<file path="src/design/wes_pkg.sv">
// Shared types and constants for the 2D wave-equation stencil block.
package wes_pkg;

    // Fixed field widths
    localparam int SAMPLE_W    = 24;
    localparam int VEL_W       = 16;
    localparam int COEF_W      = 17;
    localparam int SIZE_W      = 11;
    localparam int IDX_W       = 10;
    localparam int CFG_IDX_W   = 2;
    localparam int IN_TDATA_W  = 64;
    localparam int OUT_TDATA_W = 48;

    // Line-buffer word: {vel_above, older_above, cur_two_above, cur_above}
    localparam int LINE_W = 2 * VEL_W + 3 * SAMPLE_W - VEL_W;

    // Job queue between front and back
    localparam int QUEUE_DEPTH = 4;
    localparam int QPTR_W      = 2;
    localparam int QCNT_W      = 3;

    // Reset values of the configuration registers
    localparam logic [SIZE_W-1:0] GRID_SIZE_RST = 11'd1024;
    localparam logic [COEF_W-1:0] COEF_RST      = 17'd2007;

    // Configuration register indexes
    typedef enum logic [CFG_IDX_W-1:0] {
        CFG_GRID_ROWS = 2'd0,
        CFG_GRID_COLS = 2'd1,
        CFG_COEF_X    = 2'd2,
        CFG_COEF_Y    = 2'd3
    } wes_cfg_idx_t;

    // One stencil job: operands and tags of the cell one row above the input
    typedef struct packed {
        logic [IDX_W-1:0]    row_a;      // row of the updated cell
        logic [IDX_W-1:0]    row_b;      // row of the flushed last-row cell
        logic [IDX_W-1:0]    col;
        logic                interior;
        logic                two_out;    // input is on the last row
        logic                last_col;
        logic [SAMPLE_W-1:0] p;
        logic [SAMPLE_W-1:0] left;
        logic [SAMPLE_W-1:0] right;
        logic [SAMPLE_W-1:0] below;
        logic [SAMPLE_W-1:0] two_above;
        logic [SAMPLE_W-1:0] old_above;
        logic [SAMPLE_W-1:0] old_in;
        logic [VEL_W-1:0]    vel;
    } wes_job_t;

endpackage

</file>
<file path="src/design/wes_queue.sv">
// Short job queue decoupling the front end from the arithmetic back end.
module wes_queue (
    input  logic                       aclk,
    input  logic                       aresetn,
    input  logic                       push,
    input  wes_pkg::wes_job_t          push_job,
    input  logic                       pop,
    output wes_pkg::wes_job_t          head_job,
    output logic                       empty,
    output logic [wes_pkg::QCNT_W-1:0] count
);

    wes_pkg::wes_job_t slot_reg [wes_pkg::QUEUE_DEPTH];

    logic [wes_pkg::QPTR_W-1:0] wr_ptr_reg, wr_ptr_next;
    logic [wes_pkg::QPTR_W-1:0] rd_ptr_reg, rd_ptr_next;
    logic [wes_pkg::QCNT_W-1:0] count_reg, count_next;

    // Pointer and fill bookkeeping
    always_comb begin
        wr_ptr_next = push ? wr_ptr_reg + wes_pkg::QPTR_W'(1) : wr_ptr_reg;
        rd_ptr_next = pop  ? rd_ptr_reg + wes_pkg::QPTR_W'(1) : rd_ptr_reg;
        count_next  = count_reg + wes_pkg::QCNT_W'(push) - wes_pkg::QCNT_W'(pop);
    end

    always_ff @(posedge aclk) begin
        if (!aresetn) begin
            wr_ptr_reg <= '0;
            rd_ptr_reg <= '0;
            count_reg  <= '0;
        end else begin
            wr_ptr_reg <= wr_ptr_next;
            rd_ptr_reg <= rd_ptr_next;
            count_reg  <= count_next;
        end
    end

    always_ff @(posedge aclk) begin
        if (push) begin
            slot_reg[wr_ptr_reg] <= push_job;
        end
    end

    assign head_job = slot_reg[rd_ptr_reg];
    assign empty    = count_reg == '0;
    assign count    = count_reg;

endmodule

</file>
<file path="config.mk">
export PLATFORM = sky130hd
export DESIGN_NAME = wes_queue
export DESIGN_NICKNAME = d
export VERILOG_FILES = /design/src/design/wes_pkg.sv /design/src/design/wes_queue.sv
export SDC_FILE = /design/constraint.sdc
export NUM_CORES = 1
export LEC_CHECK = 0
export BUFFER_PORTS_ARGS = -buffer_cell sky130_fd_sc_hd__buf_2
export CAP_MARGIN = 20
export CELL_PAD_IN_SITES_DETAIL_PLACEMENT = 0
export CELL_PAD_IN_SITES_GLOBAL_PLACEMENT = 1
export CORE_MARGIN = 3
export CORE_UTILIZATION = 50
export CTS_BUF_LIST = sky130_fd_sc_hd__clkbuf_4 sky130_fd_sc_hd__clkbuf_8
export CTS_CLUSTER_SIZE = 10
export DETAILED_ROUTE_END_ITERATION = 10
export PLACE_DENSITY = 0.77
export SYNTH_ARGS = -nofsm -noshare
export SYNTH_HDL_FRONTEND = slang
export SYNTH_SLANG_ARGS = --single-unit
</file>
<file path="constraint.sdc">
create_clock -name aclk -period 18.2 [get_ports aclk]
set_clock_uncertainty 0.2 [all_clocks]
set_input_delay 0.91 -clock aclk [delete_from_list [all_inputs] [get_ports aclk]]
set_output_delay 0.91 -clock aclk [all_outputs]
set_load 0.05 [all_outputs]
</file>
==> Yosys cells after proc, flatten, opt, wreduce, memory -nomap -nowiden <==
Memory sizes are Yosys's and may differ from the RTL's. A register that Yosys moved wholly into a read port is not among the register bits.
Cells that the tools add are included.
{ "totals": {"register_bits": 7, "mem_bits_rw": 868, "input_bits": 221, "elab_cells": 13, "mem_count": 1} }
{ "memory_table": {"columns": ["name", "words", "width", "read_ports", "rd_ports_with_merged_regs", "write_ports", "line", "text"], "rows": [
  ["slot_reg", 4, 217, 1, 1, 1, "wes_queue.sv:13", "wes_pkg::wes_job_t slot_reg [wes_pkg::QUEUE_DEPTH];"]
]} }
{ "classes": {"addsub": 4, "muxes": 4, "n_reduce_logical": 1} }
{ "op_table": {"columns": ["op", "count"], "rows": [
  ["$add 2x1->2 const B", 2],
  ["$mux 2", 2],
  ["$add 3x1->3", 1],
  ["$logic_not 3->1", 1],
  ["$sub 3x1->3", 1],
  ["$mux 1", 2]
]} }

==> Longest topological paths before layout <==
Gate-level depths: netlist of the first run.
{ "logic_depth": {"ltp_word": 3, "ltp_mapped": 7, "ltp_nobuf": 7} }

==> Worst setup path before layout of the first run <==
No wires, ideal clock.
{ "synth_path": {"kind": "input-to-reg", "startpoint": "input port push", "endpoint": "memory slot_reg[0][0] (netlist name) (enable)", "setup_ns": 0.604, "arrival_ns": 5.827, "required_time_ns": 17.396, "path_slack_ns": 11.570, "path_stages": 1, "path_cell_list": "and2_1"} }
{ "synth_between": {"elab_chain_len": 2} }
{ "synth_rtl": {"columns": ["element", "line", "text"], "rows": [
  ["start: declaration", "wes_queue.sv:5", "input logic push,"],
  ["$mux 1", "wes_queue.sv:39", "if (push) begin"],
  ["$mux 1 (not written as such)", "wes_queue.sv:40", "slot_reg[wr_ptr_reg] <= push_job;"],
  ["end: declaration", "wes_queue.sv:13", null]
]} }
No other way between the ends.

==> run summary, run 1 <==
The run finished with clean final reports. The via count of the first global-routing pass is 15,637. Gate family responsible for the most delay along the worst path: buffers and inverters. The worst setup path is launched from a flip-flop. Yosys mapped a number of flops with a built-in enable equal to 868.

After detailed routing, the number of vias per cell comes to 5.38. The worst flop-to-flop path startpoint is wr_ptr_reg[0]. Synthesis produced a netlist whose cell count is 1,175.

The floorplan step set the die width to 258 um. In this run the number of cells on the critical path is 4. The post-cts sizing count is 0, and the post-synthesis cell area is 31,700 um2. The clock transition at the register clock pins on the worst setup and hold paths after CTS came out at 60 ps.

Setup repair after global routing left no endpoint under its margin. The number of cells on the worst hold path was 1. For the pin with the worst max-slew slack, the measured transition is 1120 ps. After clock tree synthesis, the flow added hold-fix buffers numbering 0.

When the netlist entered floorplanning its net count stood at 1,403. The post-route netlist has 48.7% of its cells at a drive strength greater than 1. Global routing consumed, over all layers together, 19.4% of the routing resources. Summing over every cut layer, the via total after detailed routing is 14,427. The first global-routing pass estimated 95.9 mm of wire. By instance count, the cell type seen most on the critical path is sky130_fd_sc_hd__buf_4. Once layout is done, the placed cells without fillers occupy 37,600 um2. The number of flip-flops in the largest register is 868, and the area of the die is 66,500 um2. The synthesized design spends more area on one cell type than any other, namely sky130_fd_sc_hd__edfxtp_1.

The number of routed nets with antenna violations is 0. Routability-driven placement finished with a final weighted congestion of 0.747. After the first detailed-routing iteration, the DRC count stood at 1,033. Of all nets on the critical path, the largest fanout is 48. Global routing finished with a remaining overflow of 0. The area share of the largest cell type after synthesis was 82.2%. The number of antenna violations at the first check in global routing was 24. The half-perimeter wire length after placement came out at 37.5 mm.

Entering global routing, the biggest net connects 155 pins. On the worst path, the slowest cell contributes a delay of 910 ps. Clock tree synthesis found a total of 877 sinks. The clock passes through at most 3 buffers. The logs give 141 for the TritonCTS buffer count and 19 for the number of distinct standard cells referenced by the synthesized netlist. For this configuration, the core starts out at a cell density of 50.9%.

The leading register cell type out of synthesis is sky130_fd_sc_hd__edfxtp_1. Together, buffers and inverters on the worst path number 3. The standard-cell row count was 91; the DRC violation count after routing was 0. Setup violations remaining at the end of the flow were counted as 0. The area growth from synthesis to layout is 18.4%. The total power consumption of the routed design was 0.00457 W. TritonCTS built the clock tree. In this run the power density over the cells is 122 nW/um2. The worst hold-check path type is input port to flip-flop. Detailed routing placed a total of 31.1 mm of wire on met2.

Of the synthesized area, sequential elements account for 82.7%. The peak supply drop was 80.3 uV; the number of I/O pins was 442. The tree is rooted in a sky130_fd_sc_hd__clkbuf_8. The smallest clock period supported by the final layout is computed as 5420 ps. The tools report the number of max-cap violations as 0. STA classifies the critical path endpoint as a primary output. In the final routing, the length of wire on met1 measures 24.7 mm. The run gives 5.49 mm as the met3 wire length. At the end of the flow, the number of nets in the layout was 1,958. The slowest stage of the critical path belongs to the cell sky130_fd_sc_hd__dfxtp_4. For the arrival time at the worst endpoint, the log shows 4310 ps. The placed instances occupy a cell area of 34,900 um2.

The number of warning messages in the yosys log is 0. In the final routed layout, each cell accounts on average for 23.4 um. The worst setup path is of the flip-flop to primary output kind. For the overall routed net length, the log shows 62.7 mm. For the first-pass iteration count of the detailed router, the log shows 5.

Yosys attributes the largest share of cell area to sky130_fd_sc_hd__edfxtp_1 (82%), sky130_fd_sc_hd__mux4_2 (15%), sky130_fd_sc_hd__dfxtp_1 (0.57%). The uppermost metal layer occupied by signal nets was met5. The logs give 0 for the max-slew violation count and 62,300 um2 for the core box area. In the synthesized netlist, the cells that appear most often are sky130_fd_sc_hd__edfxtp_1 (868), sky130_fd_sc_hd__mux4_2 (217), sky130_fd_sc_hd__buf_2 (24). The critical path goes through buf_4 -> buf_4 -> mux4_2 -> buf_2. Measured in cells, the most critical reg-to-reg path has a length of 3. The static leakage is 12.6 nW.

The setup slack of the most critical reg-to-reg path was 15,240 ps. The final critical-path share of the clock period is 29.8%. For the worst setup path, the data required time is 17,090 ps. At the later pin of the worst-skew pair, clock insertion delay measures 740 ps. Buffers added to address setup during post-CTS repair amount to 0. sky130_fd_sc_hd__edfxtp_1 is the most common cell in the netlist. In this run the number of H-tree levels came out at 4.

In the synthesized netlist the async set-or-reset flop fraction comes to 0%. A synthesized cell averages 27.0 um2. The number of hold violations in the final report was 0; the flip-flop and latch count after synthesis was 877. After routing, the total negative slack on setup checks comes to 0 ps.

For the relative max-transition margin, the log shows 25.0%. Based on the critical path, the design can be clocked at up to 0.184 GHz. In this run the tool buffered the top-level ports with 441 buffer cells. The worst hold path begins at push_job[96]. The vertical die dimension was 258 um.
[cell usage in the layout, fill, tap and decap left out]
master,instances
sky130_fd_sc_hd__inv_1,7
sky130_fd_sc_hd__dfxtp_1,7
sky130_fd_sc_hd__mux2i_1,1
sky130_fd_sc_hd__buf_4,16
sky130_fd_sc_hd__bufinv_16,3
sky130_fd_sc_hd__clkbuf_4,37
sky130_fd_sc_hd__nor3_1,1
sky130_fd_sc_hd__dfxtp_4,2
sky130_fd_sc_hd__fa_1,1
sky130_fd_sc_hd__buf_2,441
sky130_fd_sc_hd__ha_1,6
sky130_fd_sc_hd__buf_12,1
sky130_fd_sc_hd__a21bo_2,1
sky130_fd_sc_hd__edfxtp_1,868
sky130_fd_sc_hd__nor2_1,5
sky130_fd_sc_hd__inv_12,2
sky130_fd_sc_hd__clkinv_2,9
sky130_fd_sc_hd__xnor2_1,2
sky130_fd_sc_hd__nand3b_1,1
sky130_fd_sc_hd__clkinv_8,2
sky130_fd_sc_hd__clkinv_1,35
sky130_fd_sc_hd__inv_8,2
sky130_fd_sc_hd__xor3_1,1
sky130_fd_sc_hd__clkbuf_8,143
sky130_fd_sc_hd__clkinvlp_4,2
sky130_fd_sc_hd__buf_16,2
sky130_fd_sc_hd__and2_4,4
sky130_fd_sc_hd__inv_6,6
sky130_fd_sc_hd__mux4_2,217
sky130_fd_sc_hd__diode_2,18
sky130_fd_sc_hd__a21oi_1,1
sky130_fd_sc_hd__and2_1,2
[cells by family after synthesis]
logic type               Yosys count  share of synthesized area [%]
AO/OA/AOI/OAI                      2                         0.0473
XOR/XNOR                           3                          0.130
adder cells (fa/ha/maj)            7                          0.300
buffers and inverters             55                           1.12
flip-flops                       877                           82.7
multiplexers                     218                           15.4
AND/OR/NAND/NOR                   13                          0.217
[power breakdown]
group,switching [W],internal [W],total (W)
clock,0.000735,0.000856,0.00159
sequential,0.0000301,0.00232,0.00235
combinational,0.000446,0.000184,0.000630
[per-layer routing]
layer  global-route usage (%)  vias up
li1                         -     6267
met1                     25.1     7547
met2                     30.2      488
met3                     7.69      109
met4                     6.72       16
met5                        0        -
[layout make-up]
cell class / instances / area, um2
Sequential cell: 877 / 26300
Multi-Input combinational cell: 243 / 5130
Antenna cell: 18 / 45.0
Tap cell: 837 / 1050
Timing Repair Buffer: 460 / 2400
Fill cell: 4414 / 24700
Inverter: 7 / 26.3
Clock buffer: 180 / 2250
Clock inverter: 61 / 422
[stage by stage]
stage          setup slack, ps  hold WS (ps)  instances  utilization, %
6_report                 12780           170       2683            60.3
5_1_grt                  12190          92.1       2674            60.3
4_1_cts                  12430          66.9       2665            60.2
3_5_place_dp             13280           353       2424            56.0
3_3_place_gp             13300           329       2422            55.9
2_1_floorplan            11570           299       1175               -
[worst paths after layout]
path	to
worst max-delay path	head_job[97]
worst min-delay path	slot_reg[2][96]
worst max register to register	slot_reg[3][43]
worst min register to register	flip-flop
Power figures use the tool's default switching activity.
==> run 2, diff against run 1 <==
--- a/config.mk
+++ b/config.mk
@@ -10,11 +10,11 @@
 export CELL_PAD_IN_SITES_DETAIL_PLACEMENT = 0
 export CELL_PAD_IN_SITES_GLOBAL_PLACEMENT = 1
 export CORE_MARGIN = 3
-export CORE_UTILIZATION = 50
+export CORE_UTILIZATION = 47
 export CTS_BUF_LIST = sky130_fd_sc_hd__clkbuf_4 sky130_fd_sc_hd__clkbuf_8
 export CTS_CLUSTER_SIZE = 10
 export DETAILED_ROUTE_END_ITERATION = 10
-export PLACE_DENSITY = 0.77
+export PLACE_DENSITY = 0.75
 export SYNTH_ARGS = -nofsm -noshare
 export SYNTH_HDL_FRONTEND = slang
 export SYNTH_SLANG_ARGS = --single-unit
==> constraint.sdc (replaced) <==
create_clock -name aclk -period 4.6 [get_ports aclk]
set_clock_uncertainty 0.2 [all_clocks]
set_input_delay 0.23 -clock aclk [delete_from_list [all_inputs] [get_ports aclk]]
set_output_delay 0.23 -clock aclk [all_outputs]
set_load 0.05 [all_outputs]
==> run summary, run 2 (synthesis results as in run 1) <==
The run finished with clean final reports. The number of max-cap violations came out at 0 (unchanged). Derived from the worst setup path, the maximum achievable clock frequency is 0.300 GHz. The logs give 0 (unchanged) for the post-CTS setup buffer count and 0 (unchanged) for the max-slew violation count. The tools report the peak supply drop as 436 uV (+440%). The worst setup path is captured at a primary output. The number of instances in the placed design is 2,464 (+1.7%), and the detail-routed via count per cell is 5.20 (-3.3%). The number of I/O pins was 442 (unchanged). The number of standard cells in the final layout excluding fillers came out at 3,119 (+16%). The number of H-tree levels came out at 4 (unchanged). The fraction of power spent switching nets is 26.6% (+0.095 points). The global-route total usage across every layer was 19.8% (+0.47 points). The tools report the DRC violation count after routing as 0 (unchanged).

The worst setup path is of the flip-flop to primary output kind. Maximum number of buffers from clock root to sink: 3 (unchanged). Of the available clock period, the critical path in the final layout requires 72.5%. For this design, the slowest cell found on the critical path is sky130_fd_sc_hd__dfxtp_4. The pin count of the biggest net entering global routing came out at 114 (-26%).

Count of cells along the worst register-to-register path: 7 (+4). Leaving out fill and tap cells, the most frequent cell in the layout is sky130_fd_sc_hd__edfxtp_1. The switching power was 0.00497 W (+310%); the final worst setup slack was 1270 ps (-11,510 ps). The TritonCTS buffer count was 141 (unchanged). The logs give 4170 ps (-12,920 ps) for the data required time of the critical path and 387 (+387) for the total of hold buffers inserted after clock tree synthesis. For the standard-cell row count, the log shows 94 (+3.3%). The die span in x was 266 um (+3.1%); the share of total power in combinational logic was 15.1% (+1.3 points). The power density normalized to cell area was 447 nW/um2 (+270%); the pin slew with the least headroom to its limit was 933 ps (-192 ps). The vertical die dimension was 266 um (+3.1%).

The end of the worst register-to-register path was count[1]. The filler cell count was 4,475 (+1.4%); the total power consumption of the routed design was 0.0187 W (+310%). The worst hold path begins at push_job[118]. The peak per-stage delay on the critical path works out to 950 ps (+40 ps).

For the number of routed nets with antenna violations, the log shows 0 (unchanged). The run gives 14 (-42%) as the number of antenna violations at the first check in global routing. The share of power burned in the clock network came out at 35.1% (+0.3 points). The setup-violating endpoint count in the final report was 0 (unchanged).

The tools report the setup slack of the most critical reg-to-reg path as 2120 ps (-13,120 ps). The number of flip-flops in the largest register works out to 868 (unchanged). The worst hold-check path type was input port to flip-flop. The smallest clock period supported by the final layout is computed as 3330 ps.

The maximum fanout along the worst path is 40 (-17%). For the post-cts sizing count, the log shows 0 (unchanged). The tools report the clock latency reported for the late side of the worst-skew pair as 740 ps (about the same).

The run gives 0.0137 W (+310%) as the internal power consumption. TritonCTS built the clock tree. The fraction of power consumed by sequential logic came out at 49.8% (-1.7 points).

The tools report the end of the worst hold path as slot_reg[1][118]. The overall routed net length was 68.8 mm (+9.8%). The tools report the number of hold violations in the final report as 0 (unchanged). Setup repair after global routing left no endpoint under its margin.

The arrival time at the worst endpoint was 2900 ps (-1410 ps); the core box area was 66,300 um2 (+6.5%). The CTS sink count was 877 (unchanged); the area of the die was 70,600 um2 (+6.2%). Relative to the synthesized area, the layout overhead comes to 31.9%. The relative max-transition margin is 37.8% (+13 points), and the clock transition at the register clock pins on the worst setup and hold paths after CTS is 60 ps (about the same).

Leaving out fill and tap cells, the most frequent cells in the layout are sky130_fd_sc_hd__edfxtp_1 (868), sky130_fd_sc_hd__buf_2 (441), sky130_fd_sc_hd__dlygate4sd3_1 (389). In this run the critical register-to-register path is launched from count[0]. The tools report the minimum setup slack after placement as 1900 ps (-11,380 ps). The run gives 0 (unchanged) as the sum of overflow across all layers after global routing.

The share of layout cells above drive strength 1 works out to 40.8% (-7.9 points). The run gives 16,213 (+12%) as the total via count after detailed routing. Walking the worst path, the cells encountered are buf_12 -> mux4_2 -> buf_2. Wire length per cell: 22.1 um (-5.5%). The wire length of the first global-routing pass was 106 mm (+11%). The worst setup path is launched from a flip-flop.

The initial core utilization was 47.8% (-3.1 points); the number of cells on the worst hold path was 2 (+1). The tools report the setup total negative slack as 0 ps (unchanged). The iteration-0 DRC count of the detailed router is 1,265 (+22%). Half-perimeter wire length after placement: 39.1 mm (+4.1%). Root cell of the clock tree: sky130_fd_sc_hd__clkbuf_8. The via count of the first global-routing pass is 17,867 (+14%), and the static leakage is 14.4 nW (+14%).

For the first-pass iteration count of the detailed router, the log shows 5 (unchanged). Number of buffers added on ports: 441 (unchanged). For the routability congestion estimate from global placement, the log shows 0.736 (-1.6%). The net count reported at finish came out at 2,360 (+21%).
==> run 2: cell count changes in the layout (fill, tap and decap cells not counted), moves of 3 or more <==
cell,change
sky130_fd_sc_hd__clkbuf_4,+8
sky130_fd_sc_hd__dlygate4sd3_1,+389
sky130_fd_sc_hd__buf_12,+13
sky130_fd_sc_hd__clkbuf_8,+3
sky130_fd_sc_hd__diode_2,-5
sky130_fd_sc_hd__inv_6,-4
sky130_fd_sc_hd__clkinvlp_4,+3
==> run 2: worst max-delay path by stage <==
stage,from,to,depth (start not counted)
4_1_cts,flip-flop,head_job[30],3
3_5_place_dp,flip-flop,head_job[30],3
5_1_grt,flip-flop,head_job[34],3
3_3_place_gp,flip-flop,head_job[151],3
6_report,flip-flop,head_job[173],3
2_1_floorplan,wr_ptr_reg[0],slot_reg[2][0],3
==> run 2: layout make-up <==
class                      count  area, um2  share of cell area [%]
sequential                   877      26300                    62.7
timing repair buffer         862       6520                    15.6
multi-input combinational    243       5130                    12.3
clock buffer                 191       2350                    5.61
tap                          864       1080                    2.58
clock inverter                62        457                    1.09
antenna                       13       32.5                  0.0778
inverter                       7       26.3                  0.0628
==> run 2: per-layer routing <==
metal / GRT usage, % / routed length, um / up-vias
met5: 0 / 27 / -
met1: 24.8 / 26500 / 8381
li1: - / - / 7087
met4: 6.55 / 1590 / 4
met3: 7.37 / 6100 / 122
met2: 32.4 / 34600 / 619
==> run 2: worst max-delay path: cells and delay by family (launching register included) <==
family	cells	cell delay [ps]
multiplexers	1	550
flip-flops	1	950
buffers and inverters	2	590
==> run 2: stage by stage <==
| step | hold slack (ps) | util (%) | instance area (um2) |
|---|---|---|---|
| after global routing | -2.57 | 63.1 | 41800 |
| after detailed placement | 246 | 52.9 | 35100 |
| after floorplan | 129 | - | 31700 |
| after CTS | 0.164 | 63.0 | 41800 |
| after global placement | 238 | 52.9 | 35100 |
| final | 49.1 | 63.1 | 41800 |
==> run 2: power by group through the flow <==
stage	clock network (W)	logic (W)	registers [W]
after floorplan	0	0.00186	0.00947
after global placement	0	0.00255	0.00946
after detailed placement	0	0.00257	0.00948
after CTS	0.00674	0.00285	0.00932
after global routing	0.00715	0.00297	0.00934
final	0.00656	0.00283	0.00932
